`config.mk`:
```
export PLATFORM = sky130hd
export DESIGN_NAME = bqc_div_pipe
export DESIGN_NICKNAME = d
export VERILOG_FILES = /design/src/sv/bqc_div_pipe.sv
export SDC_FILE = /design/constraint.sdc
export NUM_CORES = 2
export LEC_CHECK = 0
export ABC_CLOCK_PERIOD_IN_PS = 4200
export BUFFER_PORTS_ARGS = -buffer_cell sky130_fd_sc_hd__buf_4
export CAP_MARGIN = 40
export CORE_MARGIN = 1
export CORE_UTILIZATION = 45
export DETAILED_ROUTE_END_ITERATION = 6
export PLACE_DENSITY = 0.58
export SETUP_SLACK_MARGIN = 0.15
export SLEW_MARGIN = 20
export SYNTH_ARGS = -nofsm -noshare
export SYNTH_HDL_FRONTEND = slang
export SYNTH_SLANG_ARGS = --single-unit
```
`constraint.sdc`:
```
create_clock -name clk -period 4.2 [get_ports clk]
set_clock_uncertainty 0.05 [all_clocks]
set_input_delay 0.84 -clock clk [delete_from_list [all_inputs] [get_ports clk]]
set_output_delay 0.84 -clock clk [all_outputs]
set_load 0.02 [all_outputs]
```
`src/sv/bqc_div_pipe.sv`:
```
`timescale 1ns / 1ps
// Pipelined restoring divider, one quotient bit per stage, with sideband.
// Requires num >> QW < den. Depends on nothing.
module bqc_div_pipe #(
  parameter int NW = 61,
  parameter int DW = 34,
  parameter int QW = 30,
  parameter int SW = 1
) (
  input  logic          clk,
  input  logic          rst_n,
  input  logic          en,
  input  logic          in_valid,
  input  logic [NW-1:0] num,
  input  logic [DW-1:0] den,
  input  logic [SW-1:0] side_in,
  output logic          out_valid,
  output logic [QW-1:0] quo,
  output logic [SW-1:0] side_out
);

  logic          v_r    [QW+1];
  logic [DW-1:0] rem_r  [QW+1];
  logic [QW-1:0] lq_r   [QW+1];   // dividend bits shift out the top, quotient in
  logic [DW-1:0] den_r  [QW+1];
  logic [SW-1:0] side_r [QW+1];

  always_ff @(posedge clk) begin
    if (!rst_n) begin
      v_r[0] <= 1'b0;
    end else if (en) begin
      v_r[0] <= in_valid;
    end
    if (en) begin
      rem_r[0]  <= DW'(num >> QW);
      lq_r[0]   <= num[QW-1:0];
      den_r[0]  <= den;
      side_r[0] <= side_in;
    end
  end

  for (genvar s = 0; s < QW; s++) begin : g_stage
    logic [DW+1:0] cat;
    logic [DW+1:0] diff;
    logic          ge;

    always_comb begin
      cat  = {1'b0, rem_r[s], lq_r[s][QW-1]};
      diff = cat - (DW+2)'(den_r[s]);
      ge   = !diff[DW+1];
    end

    always_ff @(posedge clk) begin
      if (!rst_n) begin
        v_r[s+1] <= 1'b0;
      end else if (en) begin
        v_r[s+1] <= v_r[s];
      end
      if (en) begin
        rem_r[s+1]  <= ge ? diff[DW-1:0] : cat[DW-1:0];
        lq_r[s+1]   <= {lq_r[s][QW-2:0], ge};
        den_r[s+1]  <= den_r[s];
        side_r[s+1] <= side_r[s];
      end
    end
  end

  assign out_valid = v_r[QW];
  assign quo       = lq_r[QW];
  assign side_out  = side_r[QW];

endmodule

```
-- After elaboration in Yosys (flattened, before gate mapping)
Memories as Yosys holds them, arrays and structs flattened.
Index checks and enable logic that the tools add are counted.
- input port bits: 100
- memories: 5
- output and inout port bits: 32
- RAM bits: 3100
- bits in registers: 0
- logic and storage cells: 162
- memory list (memory ; words ; width ; rd ports ; clocked after Yosys merged registers in ; write ports ; RTL line ; text):
    den_r ; 31 ; 34 ; 30 ; 0 ; 31 ; 25 ; logic [DW-1:0] den_r [QW+1];
    rem_r ; 31 ; 34 ; 30 ; 0 ; 31 ; 23 ; logic [DW-1:0] rem_r [QW+1];
    lq_r ; 31 ; 30 ; 31 ; 0 ; 31 ; 24 ; logic [QW-1:0] lq_r [QW+1];
    side_r ; 31 ; 1 ; 31 ; 0 ; 31 ; 26 ; logic [SW-1:0] side_r [QW+1];
    v_r ; 31 ; 1 ; 31 ; 0 ; 31 ; 22 ; logic v_r [QW+1];
- mux-type cells: 66
- add/subtract/negate cells: 30
- bitwise logic cells: 31
- reductions and logical operators: 30
- operators by type and width (operator ; count):
    35-bit by 34-bit subtractor with 36-bit output ; 30
    34-bit two-way mux ; 30
    1-bit two-way mux ; 36
    1-bit OR ; 31
    1-bit zero test ; 30

-- Logic depth before layout (Yosys ltp)
- depth after elaboration: 4
- depth in mapped cells: 15
- depth with buffers taken out: 14

-- Least setup slack after synthesis
Ideal clock, no wire load.
- path kind: reg2reg
- start point: mem lq_r[9][29] (netlist: lq_r[2][59])
- end point: mem rem_r[10][32] (data pin)
- period minus slack after synthesis: 3630 ps
- setup time: 260 ps
- path buffers: 0
- stages on the path, launching flop included: 15
- required time: 3890 ps
- arrival: 3320 ps
- slack: 570 ps
- cells stage by stage: edfxtp_1 -> inv_1 -> ha_1 -> inv_1 -> fa_1 -> a211o_1 -> a211oi_2 -> o21ai_1 -> a2111oi_2 -> nor3b_1 -> a2111oi_0 -> nor3_1 -> a311oi_1 -> xnor2_1 -> mux2_2
- RTL lines (element ; RTL line):
    from (decl) ; 24
    to (decl) ; 23

==> out/metrics.cfg <==
[sta]
post-route-min-period_ps=3990
slew_headroom_pct=40.0
max_freq_mhz=251
worst_pin_slew_ps=900
min_period_over_period_pct=94.9
rsz0062_at_grt=yes
slew_violations=0
setup_viol=0
hold_viol=0

[cells_and_area]
area_delta_synth_final_pct=13.8
finalNetCount=14400
final_common_cell=edfxtp_1
final_area_um2=176000
fillCellCount=28900
final_cell_mix=edfxtp_1, inv_1, a21oi_1
drive_above_1_share_pct=10.9

[worst_setup_path]
r2r_cells=14
r2r_slack_ps=210
endpoint=rem_r[18][8]
crit_fanout=19
worstReg2RegEnd=rem_r[18][8]
reg2reg_from=den_r[4][40]
critPathKind=register to register
cp-start-kind=register
required_ps=4820
endpoint_kind=register
worstSetupStartpoint=den_r[4][40]
crit_arrival_ps=4610

[clock_network]
cts_max_path_buffers=4
clk_latency_ps=940
clk_pin_slew_ps=60
cts_tree=yes
cts_buffers=335
htree_levels=5
cts.sinks=3029
root_buffer=clkbuf_16

[floorplanning]
start_util_pct=45.3
coreArea_um2=340000
rows=214
die-area_um2=345000
die_y_um=587
die_w_um=587
pin_count=132

[yosys]
synth_cells=12600
synth_nets=13800
async_reset_ff_share_pct=0
synth-main-ff-cell=edfxtp_1
yosysSeqAreaShare_pct=59.0
ys_ff_latch=3029
syn_area_um2=154000
syn_area_per_cell_um2=12.2
synth-warning-count=0
synth-edff-count=3028
ys_types=104

[global_route]
grt_use_total_pct=19.9
grt_pass1_vias=99300
grt_overflow_total=0
grt_max_degree=118
grt_pass1_wl_um=549000
antenna_found_initial=11

[placed_design]
gp_congestion=0.929
hpwlAfterDp_um=258000
io_buffers=131
placed_area_um2=163000

[route]
drt_iter0_markers=6754
drc=0
postRouteAntennaNets=0
avgViaCountPerCell=5.47
wl_per_cell_um=19.5
vias=98800
first_pass_iters=7
wl_um=351000

[pwr]
ir_worst_vdd_mv=0.527
p_per_area_nw_per_um2=769
total_power_w=0.135
power_leakage_nw=70.8

[job]
drv_cap=0

[hold_path]
hold_class=input pin to register

[status]
status=complete, no violations

==> how the worst min path moves through the flow <==
stage	start	end	slack (ps)	depth (start not counted)
after floorplan	lq_r[0][69]	lq_r[0][100]	350	0
after global placement	lq_r[2][102]	lq_r[3][13]	350	0
after detailed placement	lq_r[0][15]	lq_r[0][46]	350	0
after CTS	num[15]	lq_r[0][15]	10	1
after global routing	num[15]	lq_r[0][15]	40	1
final	num[15]	lq_r[0][15]	70	1
==> registers in the layout, summed over array words and instances, names as in the netlist <==
signal	count
den_r	1020
v_r	31
side_r	31
lq_r	930
rem_r	1017
==> synth_stat cells, drive strengths merged, types with 33 or more instances <==
cell type | number | share of area, %
o31ai | 68 | 0.34
buf | 99 | 0.37
a31oi | 133 | 0.55
xnor2 | 482 | 2.7
o21a | 130 | 0.63
ha | 1017 | 8.3
or2 | 40 | 0.16
nand2b | 109 | 0.44
o31a | 33 | 0.19
edfxtp | 3028 | 59
or3 | 34 | 0.14
a21o | 545 | 2.7
xor2 | 323 | 1.8
nand4 | 87 | 0.35
nor2 | 724 | 1.8
nand3 | 162 | 0.53
mux2 | 332 | 2.4
inv | 1265 | 3.1
nand2 | 796 | 1.9
clkbuf | 216 | 0.53
o21bai | 134 | 0.65
nor2b | 115 | 0.47
o211ai | 43 | 0.21
nor3 | 118 | 0.39
a2111oi | 37 | 0.23
a211oi | 89 | 0.44
a21oi | 1036 | 3.4
and2 | 72 | 0.29
and3 | 115 | 0.47
o21ai | 727 | 2.4
==> critical path: stages (launching register included) <==
cell	delay (ps)
edfxtp_1	490
inv_1	100
ha_1	360
a21o_1	180
o21bai_1	150
o311a_1	310
a21o_1	220
and4_1	260
o21ai_2	100
buf_4	160
a211o_1	320
a22o_4	300
buf_12	180
buf_4	160
o21ai_0	380
==> metrics by stage <==
step / setup TNS (ps) / cells / setup WS (ps) / util (%) / hold slack [ps]
3_5_place_dp: -159 / 17300 / -99.9 / 47.9 / 355
3_3_place_gp: -1030 / 17300 / -808 / 47.9 / 351
6_report: 0 / 18100 / 215 / 51.6 / 70.7
2_1_floorplan: 0 / 12600 / 570 / - / 350
4_1_cts: 0 / 18000 / 142 / 51.4 / 10.6
5_1_grt: 0 / 18100 / 118 / 51.6 / 37.6
==> area by class of cell <==
class                      instances  area (µm²)  share of cell area, %
sequential                      3029       90900                   51.8
multi-input combinational       8026       57700                   32.9
clock buffer                     399        8640                   4.93
tap                             4536        5680                   3.23
timing repair buffer             586        5510                   3.14
inverter                        1266        4760                   2.71
clock inverter                   203        2290                   1.30
antenna                            6        15.0                0.00855
==> where the power goes <==
part / switching [W] / internal (W) / leakage, nW
logic: 0.0321 / 0.0259 / 35.9
registers: 0.00452 / 0.0433 / 29.6
clock network: 0.0123 / 0.0169 / 5.30
==> layer usage <==
| metal | global-route usage (%) | part of all wire [%] |
|---|---|---|
| met5 | 0 | 0.0023 |
| met1 | 24.0 | 41 |
| met4 | 8.19 | 4.3 |
| met3 | 2.00 | 3.6 |
| met2 | 36.1 | 51 |
==> kinds of logic after synthesis <==
| logic type | share of synthesized area (%) |
|---|---|
| flip-flops | 59.0 |
| AND/OR/NAND/NOR | 7.55 |
| multiplexers | 2.59 |
| XOR/XNOR | 4.57 |
| other | 0.00243 |
| AO/OA/AOI/OAI | 13.7 |
| buffers and inverters | 3.98 |
| adder cells (fa/ha/maj) | 8.63 |
==> repair_timing <==
action,4_1_cts,5_1_grt
pin swaps,5,22
hold endpoints to repair,94,0
gates cloned,0,3
hold buffers,94,0
gates resized for setup,12,75
setup buffers,1,19
setup endpoints to repair,35,228
Note: power is estimated with default switching activity, not from simulation.
